--- config.mk ---
export PLATFORM = sky130hd
export DESIGN_NAME = hilbert_index_to_coords
export DESIGN_NICKNAME = d
export VERILOG_FILES = /design/src/hw/rtl/hic_pkg.sv /design/src/hw/rtl/hilbert_index_to_coords.sv /design/src/hw/rtl/hic_cell.sv
export SDC_FILE = /design/constraint.sdc
export NUM_CORES = 1
export LEC_CHECK = 0
export BUFFER_PORTS_ARGS = -buffer_cell sky130_fd_sc_hd__clkbuf_2
export CAP_MARGIN = 20
export CORE_ASPECT_RATIO = 0.8
export CORE_MARGIN = 2
export CORE_UTILIZATION = 42
export CTS_BUF_LIST = sky130_fd_sc_hd__clkbuf_8
export DETAILED_ROUTE_END_ITERATION = 6
export SLEW_MARGIN = 15
export SYNTH_ARGS = -nofsm -noshare
export SYNTH_HDL_FRONTEND = slang
export SYNTH_SLANG_ARGS = --single-unit
export TNS_END_PERCENT = 20
--- constraint.sdc ---
create_clock -name clk -period 1.7 [get_ports clk]
set_input_delay 0.51 -clock clk [delete_from_list [all_inputs] [get_ports clk]]
set_output_delay 0.51 -clock clk [all_outputs]
set_load 0.01 [all_outputs]
--- src/hw/rtl/hic_pkg.sv ---
`default_nettype none

package hic_pkg;

	localparam int unsigned MAX_LEVELS = 16;
	localparam int unsigned COORD_W    = 16;
	localparam int unsigned INDEX_W    = 2 * MAX_LEVELS;

	// Word data carried down the cell chain alongside the valid bit
	typedef struct packed {
		logic               transpose;
		logic               invert;
		logic [COORD_W-1:0] zw;
		logic [COORD_W-1:0] yw;
		logic [COORD_W-1:0] first;
		logic [COORD_W-1:0] second;
	} flow_t;

endpackage

`default_nettype wire

--- src/hw/rtl/hilbert_index_to_coords.sv ---
// Channel   | Signals                        | Handshake
// ----------+--------------------------------+------------------------------------
// index in  | curve_index                    | taken when start high, busy low
// coord out | coord_first, coord_second      | one cycle, marked by done
//
// One index is taken every cycle; busy never rises.
// Each index passes through a chain of LEVELS registered cells, one curve level per cell,
// so done rises when the index leaves the last cell.
// Reset clears only the valid bits of the chain; data registers are not reset.
// The receiver cannot stall, so results leave the chain as soon as they arrive.
`default_nettype none

module hilbert_index_to_coords #(
	parameter int unsigned LEVELS = hic_pkg::MAX_LEVELS
) (
	input  wire logic                         clk,
	input  wire logic                         arst_n,
	input  wire logic                         start,
	output logic                              busy,
	input  wire logic [hic_pkg::INDEX_W-1:0]  curve_index,
	output logic                              done,
	output logic [hic_pkg::COORD_W-1:0]       coord_first,
	output logic [hic_pkg::COORD_W-1:0]       coord_second
);

	import hic_pkg::*;

	// unused upper levels see Z and Y clear: transpose toggles once per level
	localparam bit INIT_TRANSPOSE = (((MAX_LEVELS - LEVELS) % 2) == 0);

	logic               valid_c [0:LEVELS];
	flow_t              flow_c  [0:LEVELS];
	logic [COORD_W-1:0] xw;
	logic [COORD_W-1:0] yw;

	always_comb begin
		for (int i = 0; i < MAX_LEVELS; i++) begin
			xw[i] = curve_index[2*i];
			yw[i] = curve_index[2*i+1];
		end
	end

	assign busy = 1'b0;

	always_comb begin
		valid_c[0]          = start & ~busy;
		flow_c[0].transpose = INIT_TRANSPOSE;
		flow_c[0].invert    = 1'b0;
		flow_c[0].zw        = xw ^ yw;
		flow_c[0].yw        = yw;
		flow_c[0].first     = '0;
		flow_c[0].second    = '0;
	end

	for (genvar k = 0; k < LEVELS; k++) begin : g_cell
		hic_cell #(
			.LVL(LEVELS - 1 - k)
		) u_cell (
			.clk      (clk),
			.arst_n   (arst_n),
			.valid_in (valid_c[k]),
			.flow_in  (flow_c[k]),
			.valid_out(valid_c[k+1]),
			.flow_out (flow_c[k+1])
		);
	end

	assign done         = valid_c[LEVELS];
	assign coord_first  = flow_c[LEVELS].first;
	assign coord_second = flow_c[LEVELS].second;

	a_never_busy: assert property (@(posedge clk) disable iff (!arst_n)
		!busy)
	else $error("busy raised");

	a_latency: assert property (@(posedge clk) disable iff (!arst_n)
		start |-> ##LEVELS done)
	else $error("result missing LEVELS cycles after start");

	a_no_spurious: assert property (@(posedge clk) disable iff (!arst_n)
		done |-> $past(start, LEVELS))
	else $error("result without matching transaction");

	a_coord_range: assert property (@(posedge clk) disable iff (!arst_n)
		done |-> ((coord_first >> LEVELS) == '0) && ((coord_second >> LEVELS) == '0))
	else $error("coordinate beyond used levels");

endmodule

`default_nettype wire

--- src/hw/rtl/hic_cell.sv ---
`default_nettype none

module hic_cell #(
	parameter int unsigned LVL = 0
) (
	input  wire logic           clk,
	input  wire logic           arst_n,
	input  wire logic           valid_in,
	input  hic_pkg::flow_t      flow_in,
	output logic                valid_out,
	output hic_pkg::flow_t      flow_out
);

	import hic_pkg::*;

	logic   zb;
	logic   yb;
	logic   a_bit;
	logic   b_bit;
	flow_t  flow_next;
	logic   valid_q;
	flow_t  flow_q;

	always_comb begin
		zb    = flow_in.zw[LVL];
		yb    = flow_in.yw[LVL];
		a_bit = (flow_in.transpose ? yb : zb) ^ flow_in.invert;
		b_bit = (flow_in.transpose ? zb : yb) ^ flow_in.invert;

		flow_next             = flow_in;
		flow_next.first[LVL]  = a_bit;
		flow_next.second[LVL] = b_bit;
		// a clear Z bit flips orientation; with Y set it also flips sense
		flow_next.transpose   = flow_in.transpose ^ ~zb;
		flow_next.invert      = flow_in.invert ^ (~zb & yb);
	end

	always_ff @(posedge clk or negedge arst_n) begin
		if (!arst_n) begin
			valid_q <= 1'b0;
		end else begin
			valid_q <= valid_in;
		end
	end

	always_ff @(posedge clk) begin
		flow_q <= flow_next;
	end

	assign valid_out = valid_q;
	assign flow_out  = flow_q;

endmodule

`default_nettype wire
==> impl_metrics.json, run 1 <==
{
  "final_core_util_pct": 50.0,
  "layout_setup_ws_ns": 0.153,
  "place_area_sq_um": 13100,
  "min_path_cells": 1,
  "cts_tree": "yes",
  "antenna_found_initial": 0,
  "dieHeight_microns": 158,
  "routabilityCongestion": 0.600,
  "total_power_mw": 29.1,
  "peakVddDrop_mv": 0.497,
  "leakagePower_nw": 6.35,
  "grt_pass1_wl_mm": 18.7,
  "dieArea_sq_um": 31200,
  "core_area_sq_um": 29400,
  "hold_class": "primary input to register",
  "via_per_inst": 3.42,
  "finalCritPeriodShare_pct": 91.0,
  "yosysTopAreaCell": "dfxtp_1",
  "wire_per_inst_microns": 8.82,
  "post-cts-setup-buffer-count": 0,
  "pre_cts_slack_ns": 0.711,
  "synth_area_leaders": "dfxtp_1, xnor2_1, dfrtp_1",
  "gr-usage-all-layers_pct": 7.41,
  "cp-start-kind": "register",
  "rows": 56,
  "fin_cells": 1257,
  "hold_viol": 0,
  "cp.depth": 1,
  "path_delay_family": "flip-flops",
  "synth_simple_gate_area_share_pct": 0.699,
  "htreeDepth": 3,
  "hp-start": "start",
  "grt_max_degree": 17,
  "overflow": 0,
  "maxCapViolCount": 0,
  "critPathBufInv": 1,
  "postSynthCellCount": 709,
  "drcViolationCount": 0,
  "r2r_setup_slack_ns": 0.80,
  "cts.path.max_buffers": 3,
  "fin_area_sq_um": 14700,
  "r2r_start": "g_cell[11].u_cell.flow_out[65]",
  "final.min_clock_period_ns": 1.55,
  "tns_ns": 0,
  "slew_viol_final": 0,
  "routed_wl_mm": 11.1,
  "n_antenna_cell": 0,
  "worstPathMaxFanout": 1,
  "cts-root-buf": "clkbuf_8",
  "arrival_ns": 1.04,
  "drive_gt1_share_pct": 20.0,
  "clkLatencyLatePin_ns": 0.57,
  "start_util_pct": 42.7,
  "numCtsBuffers": 80,
  "synthMuxAreaShare_pct": 2.40,
  "seq_area_frac_synth_pct": 89.7,
  "finalSetupViolCount": 0,
  "cp.required_ns": 1.19,
  "grt_pass1_vias": 4268,
  "hold_ws_ns": 0.0575,
  "worstSetupPathType": "register to output port",
  "numPlacedInstances": 1120,
  "synth_top_area_share_pct": 86.5,
  "regArea_sq_um": 11200,
  "synth_compound_area_share_pct": 0,
  "cts.reportedPaths.clkPinSlew_ns": 0.06,
  "crit_chain": "clkbuf_2",
  "ios": 69,
  "p_per_area_nw_per_um2": 1980,
  "yosys_warnings": 0,
  "syn-cell-area_sq_um": 12500,
  "die_w_microns": 197,
  "synth_fa_ha_area_share_pct": 0.0999,
  "rr_worst_depth": 2,
  "slowest_delay_ns": 0.36,
  "rsz0062_at_grt": "false",
  "cts_sinks": 557,
  "final_cell_mix": "dfxtp_1, clkbuf_8, clkbuf_2, xnor2_1, mux2i_1",
  "port_buffers": 67,
  "synth.distinct_cells": 9,
  "syn-num-nets": 745,
  "drtPass1Iterations": 3,
  "nFillCells": 2438,
  "status": "finished, final reports clean",
  "holdPathEnd": "g_cell[0].u_cell.valid_out",
  "synth_top_family_by_area": "XOR/XNOR gates",
  "synth_xor_area_share_pct": 5.11,
  "clock_skew_ns": 0.0160,
  "avgSynthCellArea_sq_um": 17.7,
  "area_growth_pct": 17.2,
  "drtIter0Drc": 104,
  "endpoint_kind": "output port",
  "layout_commonest_cell": "dfxtp_1",
  "reg2reg_to": "g_cell[12].u_cell.flow_out[19]",
  "multiInputGateArea_sq_um": 1040,
  "crit_slowest_cell": "dfrtp_1",
  "ctsResizeCount": 0,
  "num_vias": 4300,
  "drtAntennaViolNets": 0,
  "nets": 862,
  "max_freq_mhz": 646,
  "ys_seq_elements": 557
}
## routing by layer
metal  part of all wire (%)  routed length, microns  up-vias  GRT usage (%)
li1                       -                       -     2419              -
met1                     53                    5850     1710           9.70
met2                     35                    3840      122           8.78
met3                    7.5                     828       49           3.43
met4                    5.2                     572        0           6.91
met5                      0                       0        -              0
## worst max-delay path by stage
stage / startpoint / end / slack [ns]
floorplan: g_cell[15].u_cell.flow_out[16] / coord_first[0] / 0.79
global placement: curve_index[30] / g_cell[0].u_cell.flow_out[15] / 0.71
detailed placement: curve_index[30] / g_cell[0].u_cell.flow_out[15] / 0.71
CTS: g_cell[15].u_cell.valid_out / done / 0.1
global route: g_cell[15].u_cell.valid_out / done / 0.09
finish: g_cell[15].u_cell.valid_out / done / 0.15
## where the power goes
part           switching, mW  internal (mW)
registers               1.03           16.5
logic                  0.632          0.980
clock network           4.35           5.56
## synthesized netlist by cell type
| master | number |
|---|---|
| dfrtp_1 | 16 |
| xor2_1 | 15 |
| conb_1 | 1 |
| xnor2_1 | 58 |
| mux2i_1 | 30 |
| nand2b_1 | 14 |
| dfxtp_1 | 541 |
| buf_4 | 33 |
| ha_1 | 1 |
## cell families after synthesis
| group | after synthesis |
|---|---|
| other | 1 |
| and+or+nand+nor | 14 |
| xor gates and xnor gates | 73 |
| buffers and inverters | 33 |
| adders and majority gates | 1 |
| DFF | 557 |
| muxes | 30 |
## layout make-up
cell class                 instances  share of cell area, %
clock buffer                     100                   9.38
clock inverter                    36                   1.39
multi-input combinational        119                   7.11
sequential                       557                   76.5
tap                              377                   3.22
timing repair buffer              68                   2.35
## state kept, by name (all words and copies together), names as in the netlist
| register | count |
|---|---|
| g_cell.u_cell.valid_out | 16 |
| g_cell.u_cell.flow_out | 541 |
## timing repair
item,in CTS,in global routing
hold buffers,1,0
endpoints found under the hold margin,16,0
endpoints found under the setup margin,0,0
Note: power is estimated with default switching activity, not from simulation.
==> run 2, diff against run 1 <==
- CORE_MARGIN: 2 -> 5
- CORE_UTILIZATION: 42 -> 40
==> impl_metrics.json, run 2 (synthesis results as in run 1) <==
{
  "dieHeight_microns": 168,
  "critPathBufInv": 1,
  "leakagePower_nw": 6.42,
  "numCtsBuffers": 80,
  "clock_skew_ns": 0.0165,
  "rows": 58,
  "grt_pass1_vias": 4638,
  "slowest_delay_ns": 0.35,
  "numPlacedInstances": 1163,
  "peakVddDrop_mv": 0.594,
  "post-cts-setup-buffer-count": 0,
  "r2r_start": "g_cell[0].u_cell.flow_out[15]",
  "drive_gt1_share_pct": 21.2,
  "cp-start-kind": "register",
  "finalCritPeriodShare_pct": 90.6,
  "crit_slowest_cell": "dfrtp_1",
  "drcViolationCount": 0,
  "maxCapViolCount": 0,
  "wire_per_inst_microns": 8.90,
  "cts-root-buf": "clkbuf_8",
  "dieArea_sq_um": 35000,
  "largest_register_ffs": 541,
  "via_per_inst": 3.30,
  "routed_wl_mm": 11.7,
  "grt_pass1_wl_mm": 20.9,
  "ios": 69,
  "drtAntennaViolNets": 0,
  "area_growth_pct": 18.9,
  "fin_cells": 1310,
  "layout_setup_ws_ns": 0.160,
  "final_core_util_pct": 47.8,
  "path_delay_family": "flip-flops",
  "n_antenna_cell": 0,
  "worstSetupPathType": "register to output port",
  "cp.required_ns": 1.19,
  "holdBufCountCts": 2,
  "endpoint_kind": "output port",
  "antenna_found_initial": 0,
  "start_util_pct": 40.2,
  "cts.path.max_buffers": 3,
  "layout_commonest_cell": "dfxtp_1",
  "ctsResizeCount": 0,
  "routabilityCongestion": 0.613,
  "finalSetupViolCount": 0,
  "overflow": 0,
  "slew_viol_final": 0,
  "cts_sinks": 557,
  "hp-start": "curve_index[31]",
  "crit_chain": "clkbuf_2",
  "port_buffers": 67,
  "grt_max_degree": 17,
  "cts.reportedPaths.clkPinSlew_ns": 0.06,
  "nFillCells": 2624,
  "final.min_clock_period_ns": 1.54,
  "cts_tree": "yes",
  "nets": 863,
  "hold_class": "primary input to register",
  "max_freq_mhz": 649,
  "pre_cts_slack_ns": 0.711,
  "rsz0062_at_grt": "false",
  "tns_ns": 0,
  "met3_usage_pct": 3.82,
  "use_met1_pct": 9.51,
  "hold_viol": 0,
  "die_w_microns": 208,
  "htreeDepth": 3,
  "p_per_area_nw_per_um2": 2000,
  "final_cell_mix": "dfxtp_1, clkbuf_8, clkbuf_2, xnor2_1, mux2i_1",
  "drtIter0Drc": 162,
  "drtPass1Iterations": 4,
  "hpwl_mm": 6.15,
  "grt_most_used_layer": "met1",
  "clkLatencyLatePin_ns": 0.57,
  "core_area_sq_um": 31100,
  "crit_path_start": "g_cell[15].u_cell.valid_out",
  "grtUsageMet2_pct": 8.49,
  "arrival_ns": 1.03,
  "gr-usage-all-layers_pct": 7.11,
  "status": "finished, final reports clean",
  "worstPathMaxFanout": 1,
  "num_vias": 4317
}
==> run 2: changes by cell type in the layout (fill, tap and decap cells not counted) <==
| cell | delta |
|---|---|
| clkinvlp_4 | -1 |
| clkinv_2 | +3 |
| bufinv_16 | +1 |
| inv_1 | -4 |
| dlygate4sd3_1 | +1 |
| clkinv_4 | +1 |
| inv_6 | +1 |
| clkbuf_8 | +8 |
==> run 2: final cells by class <==
cell class                      instances  area (sq um)  share of cell area [%]
Timing Repair Buffer                   69           355                    2.39
Tap cell                              420           526                    3.53
Sequential cell                       557         11200                    75.4
Clock inverter                         37           244                    1.64
Clock buffer                          108          1490                    9.99
Multi-Input combinational cell        119          1040                    7.01
==> run 2: power by group <==
group          internal [mW]  switching, mW
sequential              16.5           1.05
combinational          0.981          0.643
clock                   6.13           4.45
total                   23.7           6.15
==> run 2: path summary, 6_finish.rpt <==
check	endpoint	slack (ns)	cells after the start
worst max register to register	g_cell[1].u_cell.flow_out[30]	0.82	2
max in group asynchronous	g_cell[13].u_cell.valid_out	1.00	2
worst min-delay path	g_cell[0].u_cell.flow_out[31]	0.07	1
min in group asynchronous	g_cell[6].u_cell.valid_out	0.41	2
worst max-delay path	done	0.16	1
worst min register to register	g_cell[6].u_cell.flow_out[48]	0.31	0
==> run 2: metal layers <==
metal  part of all wire (%)  vias to the layer above
li1                       -                     2427
met1                     52                     1740
met2                     36                      111
met3                    8.0                       39
met4                    3.6                        0
met5                      0                        -
==> run 2: worst reg2reg max path, cell delays in order (launching register included) <==
cell,delay (ns)
dfxtp_1,0.43
mux2i_1,0.24
xnor2_1,0.14
==> run 2: per-stage QoR <==
step	hold WS, ns	instance area, sq um	power [mW]
3_3_place_gp	0.310	13100	19.5
3_5_place_dp	0.312	13100	19.6
2_1_floorplan	0.214	12500	19.2
4_1_cts	0.0104	14900	30.4
6_report	0.0691	14900	29.8
5_1_grt	0.0123	14900	31.5
==> run 3, diff against run 2 <==
- CORE_UTILIZATION: 40 -> 65
- PLACE_DENSITY: not set -> 0.84
==> impl_metrics.json, run 3 (synthesis results as in run 1) <==
{
  "fin_area_sq_um": 14400,
  "worstPathMaxFanout": 1,
  "tns_ns": 0,
  "overflow": 0,
  "final.min_clock_period_ns": 1.53,
  "cp.required_ns": 1.19,
  "gr-usage-all-layers_pct": 13.3,
  "routabilityCongestion": 0.640,
  "crit_path_start": "g_cell[15].u_cell.valid_out",
  "leakagePower_nw": 6.28,
  "ctsResizeCount": 0,
  "hold_ws_ns": 0.0710,
  "slew_viol_final": 0,
  "final_cell_mix": "dfxtp_1, clkbuf_8, clkbuf_2, xnor2_1, mux2i_1",
  "layout_commonest_cell": "dfxtp_1",
  "peakVddDrop_mv": 0.721,
  "critPathBufInv": 1,
  "largest_register_ffs": 541,
  "drtIter0Drc": 150,
  "numPlacedInstances": 1001,
  "hold_class": "primary input to register",
  "hpwl_mm": 6.90,
  "num_vias": 4555,
  "worstSetupPathType": "register to output port",
  "drcViolationCount": 0,
  "maxCapViolCount": 0,
  "nFillCells": 1092,
  "dieArea_sq_um": 22200,
  "endpoint_kind": "output port",
  "cts.path.max_buffers": 3,
  "nets": 855,
  "cts_sinks": 557,
  "place_area_sq_um": 12900,
  "via_per_inst": 4.03,
  "holdBufCountCts": 1,
  "path_delay_family": "flip-flops",
  "start_util_pct": 66.0,
  "finalCritPeriodShare_pct": 90.2,
  "slowest_delay_ns": 0.36,
  "rsz0062_at_grt": "false",
  "layout_setup_ws_ns": 0.166,
  "p_per_area_nw_per_um2": 2000,
  "drtAntennaViolNets": 0,
  "max_freq_mhz": 652,
  "grt_pass1_vias": 5004,
  "core_area_sq_um": 19000,
  "finalSetupViolCount": 0,
  "htreeDepth": 3,
  "min_path_cells": 1,
  "holdPathEnd": "g_cell[0].u_cell.flow_out[44]",
  "r2r_start": "g_cell[8].u_cell.flow_out[65]",
  "dieHeight_microns": 134,
  "routed_wl_mm": 13.5,
  "rr_worst_depth": 2,
  "r2r_setup_slack_ns": 0.60,
  "post-cts-setup-buffer-count": 0,
  "port_buffers": 67,
  "multiInputGateArea_sq_um": 1040,
  "arrival_ns": 1.02,
  "die_w_microns": 165,
  "drive_gt1_share_pct": 19.5,
  "crit_chain": "clkbuf_2",
  "regArea_sq_um": 11200,
  "crit_slowest_cell": "dfrtp_1",
  "grt_max_degree": 17,
  "antenna_found_initial": 0,
  "grt_pass1_wl_mm": 23.1,
  "cts-root-buf": "clkbuf_8",
  "wire_per_inst_microns": 11.9,
  "cts_tree": "yes",
  "numCtsBuffers": 73,
  "ios": 69,
  "n_antenna_cell": 0,
  "cts.reportedPaths.clkPinSlew_ns": 0.06,
  "fin_cells": 1129,
  "cp-start-kind": "register",
  "pre_cts_slack_ns": 0.695,
  "reg2reg_to": "g_cell[9].u_cell.flow_out[22]",
  "hp-start": "curve_index[25]",
  "status": "finished, final reports clean",
  "drtPass1Iterations": 4,
  "hold_viol": 0,
  "rows": 45,
  "area_growth_pct": 15.2,
  "clkLatencyLatePin_ns": 0.56,
  "clock_skew_ns": 0.0160
}
run 3: cell types whose count changed in the layout (fill, tap and decap cells not counted), sizes merged:
cell | before | now
clkinv | 8 | 4
bufinv | 3 | 2
clkbuf | 175 | 160
clkinvlp | 2 | 4
dlygate4sd3 | 2 | 1
run 3: final cells by class:
cell class | count | area share (%)
Tap cell | 258 | 2.24
Multi-Input combinational cell | 119 | 7.24
Sequential cell | 557 | 77.9
Clock inverter | 34 | 1.39
Clock buffer | 93 | 8.87
Timing Repair Buffer | 68 | 2.39
run 3: worst max-delay path by stage:
stage               cells after the start                            end  slack, ns
floorplan                               1                 coord_first[0]       0.79
global placement                        2  g_cell[0].u_cell.flow_out[15]       0.72
detailed placement                      2  g_cell[0].u_cell.flow_out[15]       0.69
CTS                                     1                           done       0.12
global route                            1                           done       0.09
finish                                  1                           done       0.17
run 3: report_power, final:
part	switching [mW]	internal [mW]	leakage, nW
sequential	1.16	16.5	4.75
clock	4.23	5.21	0.841
combinational	0.744	0.979	0.689
total	6.13	22.7	6.28
run 3: per-stage QoR:
stage | utilization (%) | power (mW)
floorplan | - | 19.2
global placement | 68.2 | 19.3
detailed placement | 68.2 | 19.6
CTS | 76.0 | 29.2
global route | 76.0 | 30.3
finish | 76.0 | 28.9
run 3: metal layers:
metal | share of wire [%] | vias up | track usage, %
li1 | - | 2402 | -
met2 | 50 | 112 | 22.1
met5 | 0 | - | 0
met4 | 3.3 | 0 | 7.71
met1 | 42 | 2003 | 14.8
met3 | 5.1 | 38 | 4.58
